--- src/hdl/gtg_pkg.sv ---
// ----------------------------------------------------------------------------
// gtg_pkg: shared types and constants for the go-to-goal speed command
// fixed-point widths, arctangent table and the stage payload struct
// ----------------------------------------------------------------------------
`default_nettype none

package gtg_pkg;

    // register indexes
    localparam logic [2:0] REG_TARGET_X  = 3'd0;
    localparam logic [2:0] REG_TARGET_Y  = 3'd1;
    localparam logic [2:0] REG_GAIN      = 3'd2;
    localparam logic [2:0] REG_MAX_SPEED = 3'd3;
    localparam logic [2:0] REG_DIST_TOL  = 3'd4;
    localparam logic [2:0] REG_ANG_TOL   = 3'd5;

    // cordic datapath widths: 17 bit delta shifted by 12, plus growth
    localparam int XY_W  = 32;
    localparam int Z_W   = 34;
    localparam int ATAN_LEN = 24;

    localparam logic signed [Z_W-1:0] PI_Q30 = 34'sd3373259426;
    localparam logic [29:0] INV_GAIN_Q30 = 30'd652032874;

    typedef logic [29:0] atan_t;

    function automatic atan_t atan_q30(input logic [4:0] idx);
        atan_t r;
        case (idx)
            5'd0:  r = 30'd843314857;
            5'd1:  r = 30'd497837829;
            5'd2:  r = 30'd263043837;
            5'd3:  r = 30'd133525159;
            5'd4:  r = 30'd67021687;
            5'd5:  r = 30'd33543516;
            5'd6:  r = 30'd16775851;
            5'd7:  r = 30'd8388437;
            5'd8:  r = 30'd4194283;
            5'd9:  r = 30'd2097149;
            5'd10: r = 30'd1048576;
            5'd11: r = 30'd524288;
            5'd12: r = 30'd262144;
            5'd13: r = 30'd131072;
            5'd14: r = 30'd65536;
            5'd15: r = 30'd32768;
            5'd16: r = 30'd16384;
            5'd17: r = 30'd8192;
            5'd18: r = 30'd4096;
            5'd19: r = 30'd2048;
            5'd20: r = 30'd1024;
            5'd21: r = 30'd512;
            5'd22: r = 30'd256;
            5'd23: r = 30'd128;
            default: r = '0;
        endcase
        return r;
    endfunction

    // per-stage cordic state
    typedef struct packed {
        logic signed [XY_W-1:0] x;
        logic signed [XY_W-1:0] y;
        logic signed [Z_W-1:0]  z;
        logic                   zero;
        logic signed [14:0]     heading;
    } cstage_t;

endpackage

`default_nettype wire

--- src/hdl/gtg_cordic_step.sv ---
// ----------------------------------------------------------------------------
// gtg_cordic_step: one registered vectoring cordic iteration
// shift-add micro-rotation with fixed shift amount, stallable
// ----------------------------------------------------------------------------
`default_nettype none

module gtg_cordic_step #(
    parameter int STEP = 0
) (
    input  wire logic             clk,
    input  wire logic             rst_n,
    input  wire logic             en,
    input  wire logic             in_valid,
    input  gtg_pkg::cstage_t      in_data,
    output logic                  out_valid,
    output gtg_pkg::cstage_t      out_data
);
    import gtg_pkg::*;

    localparam logic [4:0] IDX = 5'(STEP);

    logic             valid_reg;
    cstage_t          data_reg;
    cstage_t          data_next;
    logic signed [XY_W-1:0] xs;
    logic signed [XY_W-1:0] ys;
    logic signed [Z_W-1:0]  at;

    // micro-rotation toward the x axis
    always_comb
    begin
        xs = in_data.x >>> STEP;
        ys = in_data.y >>> STEP;
        at = Z_W'(atan_q30(IDX));
        data_next = in_data;
        if (!in_data.y[XY_W-1])
        begin
            data_next.x = in_data.x + ys;
            data_next.y = in_data.y - xs;
            data_next.z = in_data.z + at;
        end
        else
        begin
            data_next.x = in_data.x - ys;
            data_next.y = in_data.y + xs;
            data_next.z = in_data.z - at;
        end
    end

    // valid flag
    always_ff @(posedge clk or negedge rst_n)
    begin
        if (!rst_n)
            valid_reg <= 1'b0;
        else if (en)
            valid_reg <= in_valid;
    end

    // payload
    always_ff @(posedge clk)
    begin
        if (en)
            data_reg <= data_next;
    end

    assign out_valid = valid_reg;
    assign out_data  = data_reg;

endmodule

`default_nettype wire

--- config.mk ---
export PLATFORM = sky130hd
export DESIGN_NAME = gtg_cordic_step
export DESIGN_NICKNAME = d
export VERILOG_FILES = /design/src/hdl/gtg_pkg.sv /design/src/hdl/gtg_cordic_step.sv
export SDC_FILE = /design/constraint.sdc
export NUM_CORES = 1
export LEC_CHECK = 0
export ABC_AREA = 1
export BUFFER_PORTS_ARGS = -buffer_cell sky130_fd_sc_hd__buf_4
export CAP_MARGIN = 30
export CORE_UTILIZATION = 58
export DETAILED_ROUTE_END_ITERATION = 6
export PLACE_DENSITY = 0.86
export SYNTH_ARGS = -nofsm -noshare
export SYNTH_HDL_FRONTEND = slang
export SYNTH_SLANG_ARGS = --single-unit
--- constraint.sdc ---
create_clock -name clk -period 0.99 [get_ports clk]
set_clock_uncertainty 0.05 [all_clocks]
set_input_delay 0.198 -clock clk [delete_from_list [all_inputs] [get_ports clk]]
set_output_delay 0.198 -clock clk [all_outputs]
set_load 0.01 [all_outputs]
==> metrics.log, run 1 <==
INFO  metric ys_ff_latch = 114
INFO  metric cts_hold_buf = 18
INFO  metric number_of_sinks_on_the_clock_net = 114
INFO  metric die_height = about 150 um
INFO  metric portBuffers = about 230
INFO  metric rows = 54
INFO  metric place_hpwl = between 40 and 50 mm
INFO  metric htree_num_levels = 4
INFO  metric last-stage-reached = 4_1_cts
INFO  metric die_w = around 150 um
INFO  metric post_synth_num_cell_types = 46
INFO  metric syn-instance-count = 2036
INFO  metric detailed_place.area = roughly 19000 sq um
INFO  metric synth.net_count = approximately 2.3k
INFO  metric routabilityCongestion = 1.01
INFO  metric async_flop_share = 0.00877
INFO  metric boundaryPins = 233
INFO  metric numCtsBuffers = 17
INFO  metric synth_enable_flop_cells = approximately 110
INFO  metric syn_area = approximately 13000 sq um
INFO  metric run_status = aborted with a tool error
INFO  metric leading_register_cell_type_out_of_synthesis = edfxtp_1
INFO  metric clock_path_buffers = 2
INFO  metric setup_repair_bufs_after_cts = a little under 60
INFO  metric synth-seq-area-share = 0.263
INFO  metric initial_core_util = 0.594
INFO  metric ctsRootBufferMaster = clkbuf_16
INFO  metric yosysWarningCount = 0
INFO  metric synthesis.area_per_instance = approximately 6.4 sq um
INFO  metric error_message = [ERROR DPL-0033] detailed placement checks failed during check placement.
INFO  metric post_cts.resized_instances = about 540
## cells in the mapped netlist (3+ instances only)
| library cell | count | area [sq um] |
|---|---|---|
| a21o_1 | 5 | 37.5 |
| o21a_1 | 7 | 52.6 |
| edfxtp_1 | 113 | 3390 |
| nand3b_1 | 4 | 30.0 |
| o21bai_1 | 11 | 82.6 |
| nand4_1 | 25 | 156 |
| o22ai_1 | 7 | 43.8 |
| o21ai_0 | 57 | 285 |
| a31oi_1 | 5 | 31.3 |
| fa_1 | 4 | 80.1 |
| nor3_1 | 13 | 65.1 |
| o21ai_1 | 3 | 15.0 |
| nand3_1 | 179 | 896 |
| buf_2 | 19 | 95.1 |
| buf_4 | 13 | 97.6 |
| clkbuf_1 | 6 | 22.5 |
| xor2_1 | 39 | 342 |
| nor2_1 | 145 | 544 |
| nand2_1 | 720 | 2700 |
| buf_6 | 3 | 33.8 |
| nand2_2 | 10 | 62.6 |
| ha_1 | 133 | 1660 |
| inv_1 | 362 | 1360 |
| nor2_2 | 7 | 43.8 |
| inv_2 | 5 | 18.8 |
| a21oi_1 | 114 | 571 |
## stage by stage
step | setup WS, ps | cells
2_1_floorplan | -1030 | 2036
3_3_place_gp | -1180 | 2782
3_5_place_dp | -1250 | 2782
## cells by family after synthesis
family          Yosys count  synth area share
fa+ha+maj               137             0.134
flops                   114             0.263
xor+xnor                 41            0.0276
simple gates           1118             0.358
buf+inv                 410             0.126
compound gates          215            0.0898
mux                       1          0.000866
==> inputs of run 2 (changes only) <==
Settings changed: CORE_UTILIZATION 58 to 40, PLACE_DENSITY 0.86 to unset, PLACE_DENSITY_LB_ADDON set to 0.15.
==> metrics.log, run 2 <==
INFO  metric run_status = complete, but fails checks
INFO  metric violations_in_the_final_reports = negative setup slack
INFO  metric finalCriticalPeriod = 1660 ps
INFO  metric grt.total_usage = 0.311
INFO  metric portBuffers = 232
INFO  metric area_of_the_core = approximately 32000 sq um
INFO  metric synth_enable_flop_cells = ~110
INFO  metric crit_slowest_cell = ha_1
INFO  metric first_global_vias = around 16k
INFO  metric fmax = 601 MHz
INFO  metric irDropWorstVdd = about 1.3 mV
INFO  metric via_per_inst = a little over 5
INFO  metric timing.critical_path.arrival = between 1500 and 2000 ps
INFO  metric preCtsSetupSlack = -1280 ps
INFO  metric yosysWarningCount = 0
INFO  metric number_of_sinks_on_the_clock_net = 114
INFO  metric clock_path_buffers = 2
INFO  metric setup_repair_after_global_routing_missed_its_margin = true
INFO  metric numPlacedInstances = approximately 3k
INFO  metric htree_num_levels = 4
INFO  metric start_kind = input pin
INFO  metric cell_repeated_most_along_the_worst_path = nand2_2
INFO  metric post_route_ant_nets = 0
INFO  metric synth-seq-area-share = 0.263
INFO  metric largest_reg_flops = approximately 110
INFO  metric critPathBufInv = 3
INFO  metric routabilityCongestion = 0.937
INFO  metric ys_ff_latch = between 100 and 150
INFO  metric syn_area = approximately 13000 sq um
INFO  metric timing.critical_path.cells = buf_12, buf_4, ha_1, inv_1, nand2_1, nand2_1, nand2_2, a21oi_2, nand2_4, nand2_2, nand3_1, nand3_2, nand2_2
INFO  metric drtPass1Iterations = 5
INFO  metric numCtsBuffers = 17
INFO  metric post_synth_num_cell_types = 46
INFO  metric die_w = between 150 and 200 um
INFO  metric synth.net_count = roughly 2.3k
INFO  metric detailed_place.area = approximately 19000 sq um
INFO  metric final_layout_size_suffix_gt1_frac = 0.528
INFO  metric mostFrequentLayoutCells = nand2_1 (453), buf_4 (405), inv_1 (280)
INFO  metric max_slew_margin = 0.489
INFO  metric grt_first_pass_wirelength = roughly 80 mm
INFO  metric tightestPinTransition = approximately 770 ps
INFO  metric critical_path.top_delay_family = simple AND/OR/NAND/NOR gates
INFO  metric fin_setup_tns = -73610 ps
INFO  metric initial_core_util = 0.409
INFO  metric post_synth_main_area_contributors = edfxtp_1 (26%), nand2_1 (21%), ha_1 (13%), inv_1 (10%), nand3_1 (6.9%)
INFO  metric synth_commonest_cells = nand2_1 (720), inv_1 (362), nand3_1 (179), nor2_1 (145), ha_1 (133)
INFO  metric syn-instance-count = 2036
INFO  metric finish.net_count = ~2.9k
INFO  metric leading_register_cell_type_out_of_synthesis = edfxtp_1
INFO  metric max-cap-violations = 0
INFO  metric hold_viol_final = 0
INFO  metric min-delay-path-class = input pin to flip-flop
INFO  metric grt_max_degree = between 50 and 60
INFO  metric critPathRequiredTime = approximately 1100 ps
INFO  metric synthesis.area_per_instance = 6.39 sq um
INFO  metric finalPower = about 27000 uW
INFO  metric rows = 65
INFO  metric detail_route.drc_violations = 0
INFO  metric boundaryPins = about 230
INFO  metric final_min_period_over_clock_period = 1.68
INFO  metric num_vias = approximately 16k
INFO  metric post_layout_nonfiller_instances = between 3k and 4k
INFO  metric critical_path_class = input pin to flip-flop
INFO  metric die_area = 33200 sq um
INFO  metric crit_path_max_incr_delay = 230 ps
INFO  metric mostFrequentLayoutCell = nand2_1
INFO  metric syn_to_final_growth = 84.4%
INFO  metric routed_wl = 54.3 mm
INFO  metric ctsRootBufferMaster = clkbuf_16
INFO  metric async_flop_share = 0.00877
INFO  metric clock_latency = approximately 450 ps
INFO  metric die_height = between 150 and 200 um
INFO  metric synth_largest_type_area_fraction = 0.261
INFO  metric initial_antenna_violation_count = 0
INFO  metric most_common_cell_in_the_synthesized_netlist = nand2_1
INFO  metric power_leakage = 0.0117 uW
INFO  metric overflow = 0
INFO  metric place_hpwl = between 30 and 40 mm
INFO  metric netlist.top_cell.by_area = edfxtp_1
INFO  metric stdcell_area = 24000 sq um
INFO  metric tritoncts = built
INFO  metric timing.final.ws_setup = -675 ps
INFO  metric cts.reportedPaths.clkPinSlew = 60 ps
INFO  metric timing.critical_path.to_type = flip-flop
INFO  metric power_per_cell_area = between 1000 and 1500 nW/um^2
INFO  metric initialDrtViolationCount = approximately 1.0k
INFO  metric setup_violations = between 200 and 250
INFO  metric slew_violations = 0
INFO  metric avgRoutedWirePerCell = 17.5 um
INFO  metric antenna-diode-count = 0
INFO  metric crit_path_max_fanout = 3
==> run 2: worst paths after layout <==
kind,from,to,slack (ps),cells after the start
max in group asynchronous,rst_n,out_valid$_DFFE_PN0P_,240,3
worst max register to register,out_valid$_DFFE_PN0P_,out_valid$_DFFE_PN0P_,180,1
worst max-delay path,in_data[58],out_data[77]$_DFFE_PP_,-670,13
worst min-delay path,in_data[16],out_data[16]$_DFFE_PP_,100,3
min in group asynchronous,rst_n,out_valid$_DFFE_PN0P_,540,3
worst min register to register,out_valid$_DFFE_PN0P_,out_valid$_DFFE_PN0P_,490,1
==> run 2: stage by stage <==
step / hold slack, ps / util
after floorplan: -148 / -
after global placement: -77.0 / 0.591
after detailed placement: -74.5 / 0.591
after CTS: 81.5 / 0.709
after global routing: 108 / 0.754
final: 103 / 0.754
==> run 2: what timing repair did <==
item	in CTS	in global routing
endpoints found under the setup margin	207	206
pin swaps	264	181
buffers inserted	69	45
cloned	0	0
hold endpoints to repair	18	0
hold buffers	19	0
gates resized for setup	625	298
==> run 2: cell type report <==
| cell class | instances | area (sq um) |
|---|---|---|
| Sequential cell | 114 | 3420 |
| Multi-Input combinational cell | 1512 | 12000 |
| Clock inverter | 13 | 128 |
| Fill cell | 2290 | 7830 |
| Inverter | 367 | 1510 |
| Tap cell | 435 | 544 |
| Timing Repair Buffer | 645 | 5920 |
| Clock buffer | 19 | 443 |
==> run 2: report_power, final <==
part           internal (uW)  switching, uW
clock network           3550           2760
logic                   6590           7550
registers               6200            362
total                  16300          10700
==> run 2: logic make-up after synthesis <==
group / count (synthesis) / share of synthesized area
simple gates: 1118 / 0.358
buf+inv: 410 / 0.126
compound gates: 215 / 0.0898
fa+ha+maj: 137 / 0.134
flops: 114 / 0.263
xor+xnor: 41 / 0.0276
mux: 1 / 0.000866
==> run 2: metal layers <==
| layer | vias to the layer above | share of wire | wire length (um) | GRT usage |
|---|---|---|---|---|
| li1 | 7691 | - | - | - |
| met1 | 7542 | 0.41 | 22300 | 0.376 |
| met2 | 562 | 0.50 | 27000 | 0.552 |
| met3 | 128 | 0.049 | 2680 | 0.0329 |
| met4 | 0 | 0.041 | 2250 | 0.148 |
| met5 | - | 0 | 0 | 0 |
No activity file was read; power rests on OpenSTA's default activity.
==> inputs of run 3 (changes only) <==
Settings changed: CTS_BUF_LIST set to sky130_fd_sc_hd__clkbuf_4 sky130_fd_sc_hd__clkbuf_8.
==> metrics.log, run 3 (synthesis results as in run 2) <==
INFO  metric portBuffers = between 200 and 250
INFO  metric run_status = complete, but fails checks
INFO  metric violations_in_the_final_reports = negative setup slack
INFO  metric syn_to_final_growth = 84.4%
INFO  metric final_layout_size_suffix_gt1_frac = 0.541
INFO  metric max-cap-violations = 0
INFO  metric numCtsBuffers = 17
INFO  metric max_slew_margin = 0.484
INFO  metric final_core_utilization = 0.754
INFO  metric critPathRequiredTime = ~1200 ps
INFO  metric num_vias = roughly 16k
INFO  metric clock_latency = ~500 ps
INFO  metric grt_max_degree = 54
INFO  metric crit_slowest_cell = ha_4
INFO  metric area_of_the_core = 31800 sq um
INFO  metric tritoncts = built
INFO  metric routed_wl = approximately 54 mm
INFO  metric mostFrequentLayoutCell = nand2_1
INFO  metric finalPower = 25500 uW
INFO  metric initial_antenna_violation_count = 0
INFO  metric clock_path_buffers = 2
INFO  metric largest_reg_flops = ~110
INFO  metric timing.final.ws_setup = -656 ps
INFO  metric fmax = 608 MHz
INFO  metric crit_path_max_fanout = 8
INFO  metric die_area = between 30000 and 40000 sq um
INFO  metric irDropWorstVdd = just under 0.9 mV
INFO  metric critical_path_class = input pin to flip-flop
INFO  metric crit_path_max_incr_delay = roughly 310 ps
INFO  metric slew_violations = 0
INFO  metric rows = between 60 and 70
INFO  metric timing.critical_path.to_type = flip-flop
INFO  metric hold_viol_final = 0
INFO  metric antenna-diode-count = 0
INFO  metric final_min_period_over_clock_period = 1.66
INFO  metric setup_repair_after_global_routing_missed_its_margin = true
INFO  metric detail_route.drc_violations = 0
INFO  metric grt_first_pass_wirelength = 79.6 mm
INFO  metric power_leakage = around 0.012 uW
INFO  metric tightestPinTransition = between 700 and 800 ps
INFO  metric preCtsSetupSlack = -1280 ps
INFO  metric overflow = 0
INFO  metric drtPass1Iterations = 5
INFO  metric mostFrequentLayoutCells = nand2_1 (431), buf_4 (385), inv_1 (271)
INFO  metric start_kind = input pin
INFO  metric ctsRootBufferMaster = clkbuf_8
INFO  metric first_global_vias = ~16k
INFO  metric regToRegStartpoint = out_valid$_DFFE_PN0P_
INFO  metric grt.total_usage = 0.307
INFO  metric setup.worst_path.start = in_data[87]
INFO  metric finish.net_count = about 2.9k
INFO  metric cts.reportedPaths.clkPinSlew = 80 ps
INFO  metric setup_violations = approximately 210
INFO  metric finalCriticalPeriod = about 1600 ps
INFO  metric htree_num_levels = 4
INFO  metric number_of_sinks_on_the_clock_net = between 100 and 150
INFO  metric initial_core_util = 0.409
INFO  metric die_height = ~180 um
INFO  metric avgRoutedWirePerCell = between 15 and 20 um
INFO  metric min-delay-path-class = input pin to flip-flop
INFO  metric initialDrtViolationCount = 955
INFO  metric via_per_inst = 5.16
INFO  metric timing.critical_path.cells = buf_6, ha_4, nand2_8, inv_6, buf_6, nand2_1, nand2_1, a21oi_2, nand2_4, nand2_2, nand3_1, nand3_1, nand2_2
INFO  metric die_w = between 150 and 200 um
INFO  metric power_per_cell_area = between 1000 and 1500 nW/um^2
INFO  metric place_hpwl = 39.2 mm
INFO  metric fin_setup_tns = -76010 ps
INFO  metric hp-start = in_data[82]
INFO  metric boundaryPins = approximately 230
INFO  metric routabilityCongestion = about 0.94
INFO  metric post_route_ant_nets = 0
INFO  metric timing.critical_path.arrival = 1850 ps
run 3: cell count changes in the layout (fill, tap and decap cells not counted), sizes merged:
cell,delta
buf,-3
run 3: worst max-delay path, delay by kind of cell:
kind / cells / cell delay (ps)
simple gates: 8 / 800
fa+ha+maj: 1 / 310
compound gates: 1 / 270
buf+inv: 3 / 250
run 3: report_power, final:
group	internal, uW	switching [uW]	leakage [uW]
logic	6670	7650	0.0104
registers	6190	357	0.00112
clock network	2110	2530	0.000187
run 3: through the flow:
stage,instances,area (sq um),hold slack [ps]
global placement,2958,18800,-77.0
floorplan,2036,14700,-148
global route,3102,24000,24.1
CTS,3061,22200,8.85
detailed placement,2958,18800,-74.5
finish,3102,24000,34.4
run 3: what timing repair did:
action                                 CTS  global route
gates resized for setup                595           397
endpoints found under the hold margin   18             0
pin swaps                              204           216
setup endpoints to repair              205           206
hold buffers                            19             0
buffers inserted                        57            51
cloned                                   0             0
run 3: layout make-up:
| class | instances | area [sq um] |
|---|---|---|
| Clock inverter | 13 | 128 |
| Clock buffer | 19 | 255 |
| Inverter | 367 | 1520 |
| Sequential cell | 114 | 3420 |
| Multi-Input combinational cell | 1512 | 12100 |
| Tap cell | 435 | 544 |
| Fill cell | 2314 | 7820 |
| Timing Repair Buffer | 642 | 5970 |
run 3: routing by layer:
| layer | track usage | up-vias | wire, um |
|---|---|---|---|
| li1 | - | 7674 | - |
| met1 | 0.373 | 7593 | 22200 |
| met2 | 0.543 | 602 | 26900 |
| met3 | 0.0317 | 152 | 2650 |
| met4 | 0.149 | 0 | 2570 |
| met5 | 0 | - | 0 |
run 3: path summary, 6_finish.rpt:
check / endpoint / slack (ps) / cells past startpoint
max: out_data[77]$_DFFE_PP_ / -660 / 13
min: out_data[50]$_DFFE_PP_ / 30 / 3
max reg2reg: out_valid$_DFFE_PN0P_ / 180 / 1
min reg2reg: out_valid$_DFFE_PN0P_ / 490 / 1
max in group asynchronous: out_valid$_DFFE_PN0P_ / 290 / 3
min in group asynchronous: out_valid$_DFFE_PN0P_ / 490 / 3
